`config.mk`:
```
export PLATFORM = sky130hd
export DESIGN_NAME = rss_regs
export DESIGN_NICKNAME = d
export VERILOG_FILES = /design/src/sv/rss_pkg.sv /design/src/sv/rss_regs.sv
export SDC_FILE = /design/constraint.sdc
export NUM_CORES = 1
export LEC_CHECK = 0
export BUFFER_PORTS_ARGS = -buffer_cell sky130_fd_sc_hd__buf_2
export CAP_MARGIN = 20
export CORE_MARGIN = 2
export CORE_UTILIZATION = 30
export CTS_CLUSTER_SIZE = 12
export DETAILED_ROUTE_END_ITERATION = 10
export PLACE_DENSITY = 0.53
export SLEW_MARGIN = 20
export SYNTH_ARGS = -nofsm -noshare
export SYNTH_HDL_FRONTEND = slang
export SYNTH_SLANG_ARGS = --single-unit
```
`constraint.sdc`:
```
create_clock -name clk -period 1.3 [get_ports clk]
set_input_delay 0.195 -clock clk [delete_from_list [all_inputs] [get_ports clk]]
set_output_delay 0.195 -clock clk [all_outputs]
set_load 0.01 [all_outputs]
```
`src/sv/rss_pkg.sv`:
```
// ----------------------------------------------------------------------------
// Rotated sprite sampler package
// Shared constants, types and address helpers for the sprite sampler.
// ----------------------------------------------------------------------------
package rss_pkg;

  localparam int MAX_COLS = 256;
  localparam int MAX_ROWS = 256;

  localparam int DEPTH  = MAX_ROWS * MAX_COLS;
  localparam int ADDR_W = $clog2(DEPTH);
  localparam int CW     = $clog2(MAX_COLS);
  localparam int RIW    = $clog2(MAX_ROWS);
  localparam int EW     = $clog2(MAX_COLS + 1);
  localparam int RW     = $clog2(MAX_ROWS + 1);
  localparam int NW     = ((CW > 8) ? CW : 8) + 1;

  localparam int IN_TDATA_W  = 32;
  localparam int IN_TUSER_W  = 2;
  localparam int OUT_TDATA_W = 8;
  localparam int OUT_TUSER_W = 1;
  localparam int CFG_IDX_W   = 3;
  localparam int CFG_DATA_W  = 32;

  localparam logic [8:0]  RESET_WIDTH  = 9'd256;
  localparam logic [8:0]  RESET_HEIGHT = 9'd256;
  localparam logic [7:0]  RESET_KEY    = 8'd254;
  localparam logic [31:0] RESET_COS    = 32'h0001_0000;

  typedef enum logic [1:0] {
    OP_CLEAR  = 2'd0,
    OP_LOAD   = 2'd1,
    OP_SAMPLE = 2'd2
  } op_t;

  typedef enum logic [2:0] {
    REG_SPRITE_WIDTH  = 3'd0,
    REG_SPRITE_HEIGHT = 3'd1,
    REG_TRANS_KEY     = 3'd2,
    REG_MIRROR_MODE   = 3'd3,
    REG_ORIGIN_U      = 3'd4,
    REG_ORIGIN_V      = 3'd5,
    REG_COS_STEP      = 3'd6,
    REG_SIN_STEP      = 3'd7
  } reg_idx_t;

  typedef enum logic [1:0] {
    MOP_XC = 2'd0,
    MOP_YS = 2'd1,
    MOP_XS = 2'd2,
    MOP_YC = 2'd3
  } mul_op_t;

  typedef enum logic [2:0] {
    ACC_NONE   = 3'd0,
    ACC_U_INIT = 3'd1,
    ACC_U_ADD  = 3'd2,
    ACC_V_INIT = 3'd3,
    ACC_V_ADD  = 3'd4
  } acc_op_t;

  typedef struct packed {
    logic [8:0]         sprite_width;
    logic [8:0]         sprite_height;
    logic [7:0]         trans_key;
    logic               mirror_mode;
    logic signed [31:0] origin_u;
    logic signed [31:0] origin_v;
    logic signed [31:0] cos_step;
    logic signed [31:0] sin_step;
  } cfg_t;

  typedef struct packed {
    logic    cap_item;
    logic    clr_start;
    logic    clr_step;
    logic    load_en;
    logic    mul_en;
    mul_op_t mul_op;
    acc_op_t acc_op;
    logic    addr_en;
    logic    out_load;
  } dp_cmd_t;

  typedef struct packed {
    logic clr_done;
    logic out_free;
  } dp_sts_t;

  function automatic logic [EW-1:0] eff_width(input logic [8:0] v);
    logic [EW-1:0] r;
    if (v == 9'd0) begin
      r = EW'(1);
    end else if (32'(v) > MAX_COLS) begin
      r = EW'(MAX_COLS);
    end else begin
      r = EW'(v);
    end
    return r;
  endfunction

  function automatic logic [RW-1:0] eff_height(input logic [8:0] v);
    logic [RW-1:0] r;
    if (v == 9'd0) begin
      r = RW'(1);
    end else if (32'(v) > MAX_ROWS) begin
      r = RW'(MAX_ROWS);
    end else begin
      r = RW'(v);
    end
    return r;
  endfunction

  function automatic logic [ADDR_W-1:0] make_addr(input logic [RIW-1:0] row,
                                                   input logic [CW-1:0] col);
    return ADDR_W'(ADDR_W'(row) * ADDR_W'(MAX_COLS)) + ADDR_W'(col);
  endfunction

endpackage

```
`src/sv/rss_regs.sv`:
```
// ----------------------------------------------------------------------------
// Sprite sampler configuration registers
// Holds the eight configuration registers written through the write channel.
// ----------------------------------------------------------------------------
module rss_regs (
  input  logic                         clk,
  input  logic                         rst,
  input  logic                         cfg_valid,
  output logic                         cfg_ready,
  input  logic [rss_pkg::CFG_IDX_W-1:0]  cfg_index,
  input  logic [rss_pkg::CFG_DATA_W-1:0] cfg_data,
  output rss_pkg::cfg_t                cfg
);
  import rss_pkg::*;

  assign cfg_ready = 1'b1;

  always_ff @(posedge clk) begin
    if (rst) begin
      cfg.sprite_width  <= RESET_WIDTH;
      cfg.sprite_height <= RESET_HEIGHT;
      cfg.trans_key     <= RESET_KEY;
      cfg.mirror_mode   <= 1'b0;
      cfg.origin_u      <= '0;
      cfg.origin_v      <= '0;
      cfg.cos_step      <= RESET_COS;
      cfg.sin_step      <= '0;
    end else if (cfg_valid) begin
      unique case (reg_idx_t'(cfg_index))
        REG_SPRITE_WIDTH:  cfg.sprite_width  <= cfg_data[8:0];
        REG_SPRITE_HEIGHT: cfg.sprite_height <= cfg_data[8:0];
        REG_TRANS_KEY:     cfg.trans_key     <= cfg_data[7:0];
        REG_MIRROR_MODE:   cfg.mirror_mode   <= cfg_data[0];
        REG_ORIGIN_U:      cfg.origin_u      <= cfg_data;
        REG_ORIGIN_V:      cfg.origin_v      <= cfg_data;
        REG_COS_STEP:      cfg.cos_step      <= cfg_data;
        REG_SIN_STEP:      cfg.sin_step      <= cfg_data;
        default: begin
        end
      endcase
    end
  end

endmodule

```
======== After elaboration in Yosys (flattened, before gate mapping) ========
Index checks and enable logic that the tools add are counted.
storage, ports and cells
  bits in registers ....................... 155
  latch bits .............................. 0
  RAM bits ................................ 0
  memory bits (read-only) ................. 0
  input port bits ......................... 38
  output and inout bits ................... 156
  logic and storage cells ................. 24
  memories kept ........................... 0
cells by class
  $add $sub $neg .......................... 0
  multiply operators ...................... 0
  div/mod/pow operators ................... 0
  magnitude comparators ................... 0
  equal/unequal tests ..................... 7
  shift operators ......................... 0
  multiplexer cells ....................... 0
  bitwise operators ....................... 0
  reductions and logical operators ........ 9
operator list
  kind                                                  number
  AND reduction 2 bit                                   8
  equality test 3 bit (second input constant)           4
  equality test 3 x 2 -> 1 bit (second input constant)  2
  equality test 3 x 1 -> 1 bit (second input constant)  1
  zero test 3 bit                                       1

======== Longest topological paths before layout ========
  depth in word-level cells ............... 2
  gate-level depth with buffers ........... 5

======== Worst setup path after synthesis ========
OpenSTA, ideal clock, no wires.
  kind .................................... input -> register
  from .................................... input port cfg_index[1] (netlist bit)
  to ...................................... register cfg[146] (netlist bit)
  library setup time ...................... 0.129 ns
  arrival ................................. 1.096 ns
  required time ........................... 1.171 ns
  path slack .............................. 0.075 ns
  stages on the path ...................... 4
  cells stage by stage .................... buf_2 > or4b_4 > buf_6 > mux2i_1
between the ends
  longest elaborated chain between the ends .. 2
RTL lines
  element                        RTL line        RTL
  from (decl)                    rss_regs.sv:10  input logic [rss_pkg::CFG_IDX_W-1:0] cfg_index,
  zero test 3 bit                rss_regs.sv:29  unique case (reg_idx_t'(cfg_index))
  AND reduction 2 bit (no line)  n/a
  to (decl)                      rss_regs.sv:12  output rss_pkg::cfg_t cfg
No other way between the ends.
A chain may end at the register's enable or synchronous reset.

======== Worst setup path in the final report ========
  from .................................... register cfg[131] (netlist bit)
  to ...................................... output port cfg[131] (netlist bit)
No word-level cell between the ends.

==> reports/qor.yml <==
setup_viol: 0
die_w_um: 146.9
finalMaxSlewViolations: 0
clkPwrFrac_pct: 47.8
pwr-share-seq_pct: 45.2
drtPass1Iterations: 4
internal_power_uw: 8360
synth-seq-area-share_pct: 50.63
pre_cts_ws_ns: -0.1063
die_area_um2: 21590
fmax_ghz: 0.8938
skew_ns: 0
cp_top_family: "flip-flops"
largest_reg_flops: 155
cp.arrival_ns: 0.92
clock_latency_ns: 0.41
crit_type: "register to primary output"
grt_pass1_wl_um: 25970
synth_area_leaders: "dfxtp_1 51%, mux2i_1 25%, nand2b_1 18%"
htreeDepth: 4
hp-class: "primary input to register"
p_comb_share_pct: 7.0
clock_path_buffers: 2
antenna_found_initial: 1
grt_usage_pct: 15.30
synthXorXnorAreaFrac_pct: 0
cp.buffers_inverters: 1
p_per_area_nw_per_um2: 1343
synth_seq_cells: 155
post-route-util_pct: 40.12
synth-simple-area-share_pct: 20.50
io_buffers: 192
ys_warn_count: 0
top_register: "cfg"
drc: 0
core-area_um2: 20170
start_util_pct: 30.38
place_congestion: 0.7324
synth_area_leader_cell: "dfxtp_1"
syn_nets: 597
vdd_drop_max_mv: 0.7798
final.period_utilization_pct: 86.06
cts_hold_buf: 0
worst_hold_slack_ns: 0.05596
end_kind: "primary output"
grt_pass1_vias: 4629
cts_resized: 0
syn_inst: 559
slowest_delay_ns: 0.36
rsz0062_at_grt: "false"
worst_slack_ns: 0.1812
total_power_uw: 10860
drive_gt1_share_pct: 31.96
cp.required_ns: 1.11
period_minus_slack_ns: 1.119
dp_hpwl_um: 11250
multi_input_comb_area_um2: 2833
ios: 194
synth_cell_types: 14
p_leak_uw: 0.004153
synth_top_family_by_area: "multiplexers"
synthMuxAreaShare_pct: 25.32
grt_max_degree: 93
hold_viol_final: 0
detail_route.iter0.violations: 139
post_cts_buffers: 0
cts_buffers: 17
wl_per_cell_um: 15.77
grt-ovfl-total: 0
cp_slowest_cell: "dfxtp_1"
clk_pin_slew_ns: 0.07
cts-root-buf: "clkbuf_16"
routed_wl_um: 16150
critical_path.cell_chain: "buf_2"
cap_violations: 0
syn_to_final_growth_pct: 32.03
cts_tree: "yes"
routed_via_density: 4.332
synth_compound_area_share_pct: 0
num_antenna_cells: 0
cts_sinks: 155
nFillCells: 1985
p_switching_uw: 2504
nets: 779
vias: 4436
final_antenna_net_count: 0
largestRegisters: "cfg: 155 flops"
switching_share_pct: 23.05
syn_area_per_cell_um2: 10.96
register_area_um2: 3103
outcome: "completed"
syn_area_um2: 6128
dieHeight_um: 146.9
start_kind: "register"
num_rows: 52
crit_fanout: 2
yosysTopAreaCellShare_pct: 50.63
synthAdderAreaFrac_pct: 0
Yosys cell counts:
master     instances
buf_2             15
buf_4              4
buf_6              2
clkbuf_1          23
conb_1             1
dfxtp_1          155
mux2i_1          155
nand2b_1         177
nand4_1            1
nand4b_1           3
nand4bb_1          1
nor2_1            19
nor4bb_1           2
or4b_4             1
metal layers:
layer	global-route usage [%]	up-vias	part of all wire, %
li1	-	2201	-
met1	19.79	2098	46
met2	24.53	119	46
met3	4.689	16	5.7
met4	4.952	2	1.4
met5	0	-	0.080
stage by stage:
stage	instance area (um^2)	std cells	TNS (ns)
finish	8092	1024	0
global route	8092	1024	0
CTS	8092	1024	0
detailed placement	7475	992	-2.405
global placement	7475	992	-0.9428
floorplan	6128	559	0
kinds of logic (layout without fill, tap and decap cells):
logic type    after synthesis  in the layout
simple gates              204            204
mux                       155            155
flops                     155            155
buf+inv                    44            239
other cells                 1              1
worst paths after layout:
kind	endpoint	startpoint	slack, ns	cells past startpoint
min	cfg[131]	cfg_data[2]	0.06	3
max	cfg[131]	cfg[131]	0.18	1
min reg2reg	cfg[78]	cfg[78]	0.47	2
max reg2reg	cfg[83]	cfg[83]	0.68	2
layout by cell type (no fill, tap or decap):
master,Yosys,layout
dfxtp_1,155,155
clkinv_4,0,3
nand4bb_1,1,1
or4b_4,1,1
conb_1,1,1
clkbuf_16,0,17
nand2b_1,177,177
clkinvlp_4,0,1
nor2_1,19,19
nand4_1,1,1
buf_12,0,10
mux2i_1,155,155
clkbuf_1,23,1
clkbuf_8,0,2
nor4bb_4,0,1
nor4bb_2,0,1
buf_4,4,6
bufinv_16,0,3
buf_2,15,191
inv_6,0,3
nand4b_1,3,3
clkinv_2,0,2
cell type report:
class                           count  share of cell area (%)
Sequential cell                   155                   38.35
Multi-Input combinational cell    360                   35.01
Clock buffer                       20                   5.644
Timing Repair Buffer              207                   14.84
Tap cell                          270                   4.175
Clock inverter                     12                   1.979
power by group through the flow:
stage               registers (uW)  clock network (uW)  logic (uW)
CTS                           4910                5340         778
detailed placement            5010                   0         777
floorplan                     5060                   0         402
global placement              5010                   0         760
finish                        4910                5190         762
global route                  4920                5560         829
Note: power is estimated with default switching activity, not from simulation.
