**src/sv/rss_pkg.sv**
```systemverilog
// ----------------------------------------------------------------------------
// Rotated sprite sampler package
// Shared constants, types and address helpers for the sprite sampler.
// ----------------------------------------------------------------------------
package rss_pkg;

  localparam int MAX_COLS = 256;
  localparam int MAX_ROWS = 256;

  localparam int DEPTH  = MAX_ROWS * MAX_COLS;
  localparam int ADDR_W = $clog2(DEPTH);
  localparam int CW     = $clog2(MAX_COLS);
  localparam int RIW    = $clog2(MAX_ROWS);
  localparam int EW     = $clog2(MAX_COLS + 1);
  localparam int RW     = $clog2(MAX_ROWS + 1);
  localparam int NW     = ((CW > 8) ? CW : 8) + 1;

  localparam int IN_TDATA_W  = 32;
  localparam int IN_TUSER_W  = 2;
  localparam int OUT_TDATA_W = 8;
  localparam int OUT_TUSER_W = 1;
  localparam int CFG_IDX_W   = 3;
  localparam int CFG_DATA_W  = 32;

  localparam logic [8:0]  RESET_WIDTH  = 9'd256;
  localparam logic [8:0]  RESET_HEIGHT = 9'd256;
  localparam logic [7:0]  RESET_KEY    = 8'd254;
  localparam logic [31:0] RESET_COS    = 32'h0001_0000;

  typedef enum logic [1:0] {
    OP_CLEAR  = 2'd0,
    OP_LOAD   = 2'd1,
    OP_SAMPLE = 2'd2
  } op_t;

  typedef enum logic [2:0] {
    REG_SPRITE_WIDTH  = 3'd0,
    REG_SPRITE_HEIGHT = 3'd1,
    REG_TRANS_KEY     = 3'd2,
    REG_MIRROR_MODE   = 3'd3,
    REG_ORIGIN_U      = 3'd4,
    REG_ORIGIN_V      = 3'd5,
    REG_COS_STEP      = 3'd6,
    REG_SIN_STEP      = 3'd7
  } reg_idx_t;

  typedef enum logic [1:0] {
    MOP_XC = 2'd0,
    MOP_YS = 2'd1,
    MOP_XS = 2'd2,
    MOP_YC = 2'd3
  } mul_op_t;

  typedef enum logic [2:0] {
    ACC_NONE   = 3'd0,
    ACC_U_INIT = 3'd1,
    ACC_U_ADD  = 3'd2,
    ACC_V_INIT = 3'd3,
    ACC_V_ADD  = 3'd4
  } acc_op_t;

  typedef struct packed {
    logic [8:0]         sprite_width;
    logic [8:0]         sprite_height;
    logic [7:0]         trans_key;
    logic               mirror_mode;
    logic signed [31:0] origin_u;
    logic signed [31:0] origin_v;
    logic signed [31:0] cos_step;
    logic signed [31:0] sin_step;
  } cfg_t;

  typedef struct packed {
    logic    cap_item;
    logic    clr_start;
    logic    clr_step;
    logic    load_en;
    logic    mul_en;
    mul_op_t mul_op;
    acc_op_t acc_op;
    logic    addr_en;
    logic    out_load;
  } dp_cmd_t;

  typedef struct packed {
    logic clr_done;
    logic out_free;
  } dp_sts_t;

  function automatic logic [EW-1:0] eff_width(input logic [8:0] v);
    logic [EW-1:0] r;
    if (v == 9'd0) begin
      r = EW'(1);
    end else if (32'(v) > MAX_COLS) begin
      r = EW'(MAX_COLS);
    end else begin
      r = EW'(v);
    end
    return r;
  endfunction

  function automatic logic [RW-1:0] eff_height(input logic [8:0] v);
    logic [RW-1:0] r;
    if (v == 9'd0) begin
      r = RW'(1);
    end else if (32'(v) > MAX_ROWS) begin
      r = RW'(MAX_ROWS);
    end else begin
      r = RW'(v);
    end
    return r;
  endfunction

  function automatic logic [ADDR_W-1:0] make_addr(input logic [RIW-1:0] row,
                                                   input logic [CW-1:0] col);
    return ADDR_W'(ADDR_W'(row) * ADDR_W'(MAX_COLS)) + ADDR_W'(col);
  endfunction

endpackage

```
**src/sv/rss_ctrl.sv**
```systemverilog
// ----------------------------------------------------------------------------
// Sprite sampler controller
// Sequences store clearing, stream loading and the multi-cycle sample path.
// ----------------------------------------------------------------------------
module rss_ctrl (
  input  logic                          clk,
  input  logic                          rst,
  input  logic                          s_tvalid,
  output logic                          s_tready,
  input  logic [rss_pkg::IN_TUSER_W-1:0] opcode,
  input  rss_pkg::dp_sts_t              sts,
  output rss_pkg::dp_cmd_t              cmd
);
  import rss_pkg::*;

  typedef enum logic [10:0] {
    ST_IDLE  = 11'b000_0000_0001,
    ST_CLEAR = 11'b000_0000_0010,
    ST_LOAD  = 11'b000_0000_0100,
    ST_MUL0  = 11'b000_0000_1000,
    ST_MUL1  = 11'b000_0001_0000,
    ST_MUL2  = 11'b000_0010_0000,
    ST_MUL3  = 11'b000_0100_0000,
    ST_MUL4  = 11'b000_1000_0000,
    ST_ADDR  = 11'b001_0000_0000,
    ST_READ  = 11'b010_0000_0000,
    ST_OUT   = 11'b100_0000_0000
  } state_t;

  state_t state;
  state_t state_next;
  logic   accept;

  assign s_tready = (state == ST_IDLE);
  assign accept   = s_tvalid && s_tready;

  always_comb begin
    state_next   = state;
    cmd          = '0;
    cmd.mul_op   = MOP_XC;
    cmd.acc_op   = ACC_NONE;
    cmd.cap_item = accept;
    unique case (state)
      ST_IDLE: begin
        if (accept) begin
          case (op_t'(opcode))
            OP_CLEAR: begin
              cmd.clr_start = 1'b1;
              state_next    = ST_CLEAR;
            end
            OP_LOAD:   state_next = ST_LOAD;
            OP_SAMPLE: state_next = ST_MUL0;
            default:   state_next = ST_IDLE;
          endcase
        end
      end
      ST_CLEAR: begin
        cmd.clr_step = 1'b1;
        if (sts.clr_done) begin
          state_next = ST_IDLE;
        end
      end
      ST_LOAD: begin
        cmd.load_en = 1'b1;
        state_next  = ST_IDLE;
      end
      ST_MUL0: begin
        cmd.mul_en = 1'b1;
        cmd.mul_op = MOP_XC;
        state_next = ST_MUL1;
      end
      ST_MUL1: begin
        cmd.mul_en = 1'b1;
        cmd.mul_op = MOP_YS;
        cmd.acc_op = ACC_U_INIT;
        state_next = ST_MUL2;
      end
      ST_MUL2: begin
        cmd.mul_en = 1'b1;
        cmd.mul_op = MOP_XS;
        cmd.acc_op = ACC_U_ADD;
        state_next = ST_MUL3;
      end
      ST_MUL3: begin
        cmd.mul_en = 1'b1;
        cmd.mul_op = MOP_YC;
        cmd.acc_op = ACC_V_INIT;
        state_next = ST_MUL4;
      end
      ST_MUL4: begin
        cmd.acc_op = ACC_V_ADD;
        state_next = ST_ADDR;
      end
      ST_ADDR: begin
        cmd.addr_en = 1'b1;
        state_next  = ST_READ;
      end
      ST_READ: begin
        state_next = ST_OUT;
      end
      ST_OUT: begin
        if (sts.out_free) begin
          cmd.out_load = 1'b1;
          state_next   = ST_IDLE;
        end
      end
      default: state_next = ST_IDLE;
    endcase
  end

  always_ff @(posedge clk) begin
    if (rst) begin
      state <= ST_CLEAR;
    end else begin
      state <= state_next;
    end
  end

  assert property (@(posedge clk) $past(rst) |-> state == ST_CLEAR)
    else $error("Store clearing pass does not follow reset.");

  assert property (@(posedge clk) disable iff (rst)
    (state == ST_CLEAR && !sts.clr_done) |=> state == ST_CLEAR)
    else $error("Clearing pass left before the last entry.");

  assert property (@(posedge clk) disable iff (rst)
    (state == ST_OUT && !sts.out_free) |=> state == ST_OUT)
    else $error("Sample result dropped while the output was stalled.");

endmodule

```
**config.mk**
```make
export PLATFORM = sky130hd
export DESIGN_NAME = rss_ctrl
export DESIGN_NICKNAME = d
export VERILOG_FILES = /design/src/sv/rss_pkg.sv /design/src/sv/rss_ctrl.sv
export SDC_FILE = /design/constraint.sdc
export NUM_CORES = 1
export LEC_CHECK = 0
export BUFFER_PORTS_ARGS = -buffer_cell sky130_fd_sc_hd__buf_2
export CAP_MARGIN = 25
export CORE_MARGIN = 2
export CORE_UTILIZATION = 50
export CTS_BUF_LIST = sky130_fd_sc_hd__clkbuf_8
export DETAILED_ROUTE_END_ITERATION = 10
export PLACE_DENSITY = 0.73
export SYNTH_ARGS = -nofsm -noshare
export SYNTH_HDL_FRONTEND = slang
export SYNTH_SLANG_ARGS = --single-unit
```
**constraint.sdc**
```tcl
create_clock -name clk -period 2.1 [get_ports clk]
set_input_delay 0.105 -clock clk [delete_from_list [all_inputs] [get_ports clk]]
set_output_delay 0.105 -clock clk [all_outputs]
set_load 0.01 [all_outputs]
```
# Word-level counts from Yosys, hierarchy flattened

Cells that the tools add are included.

Logic and storage cells: 35
Register bits: 11

Mux-type cells: 15
Equality and inequality tests: 16
Reduce and logical (&&, ||, !) cells: 3

Operator list:

| cell                                                                     | number |
|---|---|
| 11-bit case mux with 10 select lines                                     | 1 |
| 11-bit 2-to-1 mux                                                        | 3 |
| 3-bit case mux with 4 select lines                                       | 2 |
| 4-bit case mux with 3 select lines                                       | 1 |
| 11-bit by 1-bit equality test with 1-bit output (second input constant)  | 1 |
| 11-bit by 10-bit equality test with 1-bit output (second input constant) | 1 |
| 11-bit equality test (second input constant)                             | 1 |
| 11-bit by 2-bit equality test with 1-bit output (second input constant)  | 1 |
| 11-bit by 3-bit equality test with 1-bit output (second input constant)  | 1 |
| 11-bit by 4-bit equality test with 1-bit output (second input constant)  | 1 |
| 11-bit by 5-bit equality test with 1-bit output (second input constant)  | 1 |
| 11-bit by 6-bit equality test with 1-bit output (second input constant)  | 1 |
| 11-bit by 7-bit equality test with 1-bit output (second input constant)  | 1 |
| 11-bit by 8-bit equality test with 1-bit output (second input constant)  | 1 |
| 11-bit by 9-bit equality test with 1-bit output (second input constant)  | 1 |
| 1-bit 2-to-1 mux                                                         | 8 |
| 2-bit inequality test (second input constant)                            | 2 |
| 3-bit AND reduction                                                      | 1 |
| 2-bit by 1-bit equality test with 1-bit output (second input constant)   | 1 |
| 2-bit equality test (second input constant)                              | 1 |
| 2-bit logical NOT                                                        | 1 |
| 2-bit by 1-bit inequality test with 1-bit output (second input constant) | 1 |
| 1-bit logical AND                                                        | 1 |

# Longest topological paths before layout

Word-level depth: 4
Depth in mapped cells: 6

# Least setup slack after synthesis

OpenSTA, ideal clock, no wires.

Kind: flip-flop to flip-flop
From: register state[8]
To: register state[0]
Buffers on the path: 0
Slack: 0.445 ns
Arrival: 1.523 ns
Clock period less this slack: 1.655 ns
Required time: 1.968 ns
Stages on the path, launching flop included: 5
Cell sequence: dfxtp_1 or3_4 or4_4 o221ai_4 nor3_1

Cells in the longest elaborated chain, start to end: 4
Elaborated cells between the ends (all ways): 16
Classes of those cells: eq/ne: 13; mux: 1; reduce/logical: 2

Ends and longest elaborated chain:

| item                                                       | RTL line                       | text |
|---|---|---|
| from (decl)                                                | rss_ctrl.sv:30                 | `state_t state;` |
| from (signal assigned)                                     | rss_ctrl.sv:115                | `state <= state_next;` |
| 11-bit by 1-bit equality test with 1-bit output            | rss_ctrl.sv:34, rss_ctrl.sv:43 |  |
| 1-bit logical AND                                          | rss_ctrl.sv:35                 | `assign accept = s_tvalid && s_tready;` |
| 2-bit by 1-bit inequality test with 1-bit output (no line) | n/a                            |  |
| 3-bit AND reduction (no line)                              | n/a                            |  |

Several ways; a longest one is shown, not always the timed one.
A chain may end at the register's enable or synchronous reset.

==> flow_summary.toml <==
[floorplan]
core_um2 = 1471
dieWidth_um = 43.33
dieArea_um2 = 1877
start_util_pct = 52.55
ios = 20
fp.dieH_um = 43.33
num_rows = 14

[worst_setup_path]
critPathArrivalTime_ns = 1.89
worstPathRequired_ns = 2.00
worstPathBufferInverterCount = 1
r2r_start = "state[8]"
worstSetupPathType = "reg2out"
path_delay_family = "simple AND/OR/NAND/NOR gates"
path_cells = "nor4_4, nand2_1, or3_1, o31ai_1, buf_2"
startpoint = "state[4]"
critical_path.startpoint_type = "flop"
endpoint = "cmd[7]"
reg2reg_slack_ns = 0.34
rr_worst_depth = 4
crit_slowest_cell = "dfxtp_1"
critPathMaxFanout = 11
timing.rr.end = "state[0]"
max_stage_delay_ns = 0.45
path_depth = 5
cp-end-kind = "primary output"

[finish]
mostFrequentLayoutCell = "buf_2"
stdcell_area_um2 = 918.4
regMostFlops = "state"
layout.nets = 118
num_antenna_cells = 0
fillers = 127
drive_gt1_share_pct = 30.91
syn_to_final_growth_pct = 18.77
largest_register_ffs = 11
largestRegisters = "state: 11 flops"
final_cell_mix = "buf_2, dfxtp_1, nor4_1"

[global_route]
grt_pass1_vias = 671
grt_max_degree = 13
grt_use_total_pct = 21.37
grt_remaining_overflow = 0
antenna_found_initial = 0
grt_pass1_wl_um = 2973

[timing]
fin_tns_setup_ns = 0
post-route-period-util_pct = 94.87
rsz0062_at_grt = "no"
max_freq_mhz = 501.9
worstMarginPinSlew_ns = 0.4718
maxSlewHeadroom_pct = 68.51
finalWorstSetupSlack_ns = 0.1077
hold_violations = 0
setup_violations = 0
drv_slew = 0
finClkSkew_ns = 0.001475
period_needed_ns = 1.992

[synthesis]
syn_inst = 93
ys_types = 38
synth_area_leaders = "dfxtp_1, nor4_1, nor3_1"
netlist.area_leader.share_pct = 28.48
synth_flop_cell = "dfxtp_1"
ys_warn_count = 0
synth_sequential_area_ratio_pct = 28.48
synth-async-reset-ratio_pct = 0
ys_seq_elements = 11
synth_nets = 100
synth_edf_count = 0
syn_area_per_cell_um2 = 8.314
syn_area_um2 = 773.2
synth_top_area_cell = "dfxtp_1"

[cts]
clock_sinks = 11
cts_tree = "done"
clk_path_buf_depth = 2
cts_inserted_buffers = 3
cts_hold_buf = 0
cts.htree.levels = 1
ctsRootBufferMaster = "clkbuf_8"
clk_latency_ns = 0.24
cts_setup_buffers = 0
cts.clk_slew.worst_paths_ns = 0.05

[pwr]
p_leak_nw = 0.3831
power_uw = 506.5
power.density_nw_per_um2 = 551.5
p_int_uw = 375.7
seqPwrFrac_pct = 43.8
netSwitchingFraction_pct = 25.82
clockPowerShare_pct = 40.5
peakVddDrop_v = 0.0003107
p_sw_uw = 130.8
p_comb_share_pct = 15.7

[detailed_routing]
vias_per_cell = 6.246
vias = 787
drt_pass1_iterations = 4
antenna_left = 0
drc = 0
wl_per_cell_um = 14.35
finalWirelength_um = 1808
drt_iter0_markers = 30

[status]
status = "finished, final reports clean"

[placement]
port_buffers = 19
postPlaceCellArea_um2 = 858.3
routabilityCongestion = 0.8952
hpwl_um = 1320
dp_slack_ns = 0.2679

[min_path]
min_delay_path_depth = 2
hold_class = "in2reg"
hold_path.startpoint = "rst"

[run]
maxCapViolations = 0
final cells by class:
| cell class | count | area (µm²) | area share (%) |
|---|---|---|---|
| well taps | 16 | 20.02 | 2.180 |
| inverters | 7 | 26.28 | 2.861 |
| clock buffers | 3 | 41.29 | 4.496 |
| flip-flops and latches | 11 | 220.2 | 23.98 |
| clock inverters | 1 | 3.754 | 0.4087 |
| repair buffers | 20 | 102.6 | 11.17 |
| multi-input cells | 68 | 504.2 | 54.90 |
worst reg2reg max path, stage by stage (launching register included):
cell	delay, ns
dfxtp_1	0.34
or3_4	0.43
or4_4	0.45
o221ai_4	0.31
nor3_1	0.10
stage by stage:
stage	hold WS [ns]	cells	util, %
after global placement	0.3067	122	58.33
after global routing	0.06945	126	62.42
after CTS	0.06663	126	61.82
after detailed placement	0.3102	122	58.33
after floorplan	0.1826	93	-
final	0.06924	126	62.42
power groups by stage:
stage	Sequential, mW	Combinational [mW]	Clock [mW]
after floorplan	0.223	0.0609	0
after global placement	0.225	0.0752	0
after detailed placement	0.225	0.0755	0
after CTS	0.221	0.0772	0.205
after global routing	0.222	0.0866	0.217
final	0.222	0.0797	0.205
layer usage:
| metal | routed length, µm | track usage (%) | part of all wire [%] | vias to the layer above |
|---|---|---|---|---|
| met2 | 835 | 34.03 | 46 | 45 |
| li1 | - | - | - | 379 |
| met4 | 40 | 9.697 | 2.2 | 0 |
| met5 | 0 | 0 | 0 | - |
| met1 | 773 | 27.98 | 43 | 355 |
| met3 | 158 | 3.830 | 8.7 | 8 |
logic make-up after synthesis:
kind of cell | share of synthesized area (%)
AO/OA/AOI/OAI | 12.14
buffers and inverters | 8.252
XOR/XNOR | 5.664
AND/OR/NAND/NOR | 45.47
flip-flops | 28.48
worst min-delay path by stage:
stage                     slack, ns   endpoint
after CTS                      0.07  state[10]
after detailed placement       0.31  state[10]
after global routing           0.07  state[10]
after global placement         0.31  state[10]
after floorplan                0.18  state[10]
final                          0.07  state[10]
cell usage after synthesis (2+ instances only):
library cell  number
nor4_1            10
nor3_1             6
nor2_1             6
nand3_1            2
xnor2_1            2
inv_1              7
xor2_1             3
nand2b_1           4
o21ai_0            4
nor4_2             2
or3_1              2
or3_4              2
clkbuf_1           4
nand2_1            5
dfxtp_1           11
what timing repair did:
item                                    CTS  global route
cloned                                    0             0
endpoints found under the setup margin    1             1
gates resized for setup                   1             1
Power figures use the tool's default switching activity.
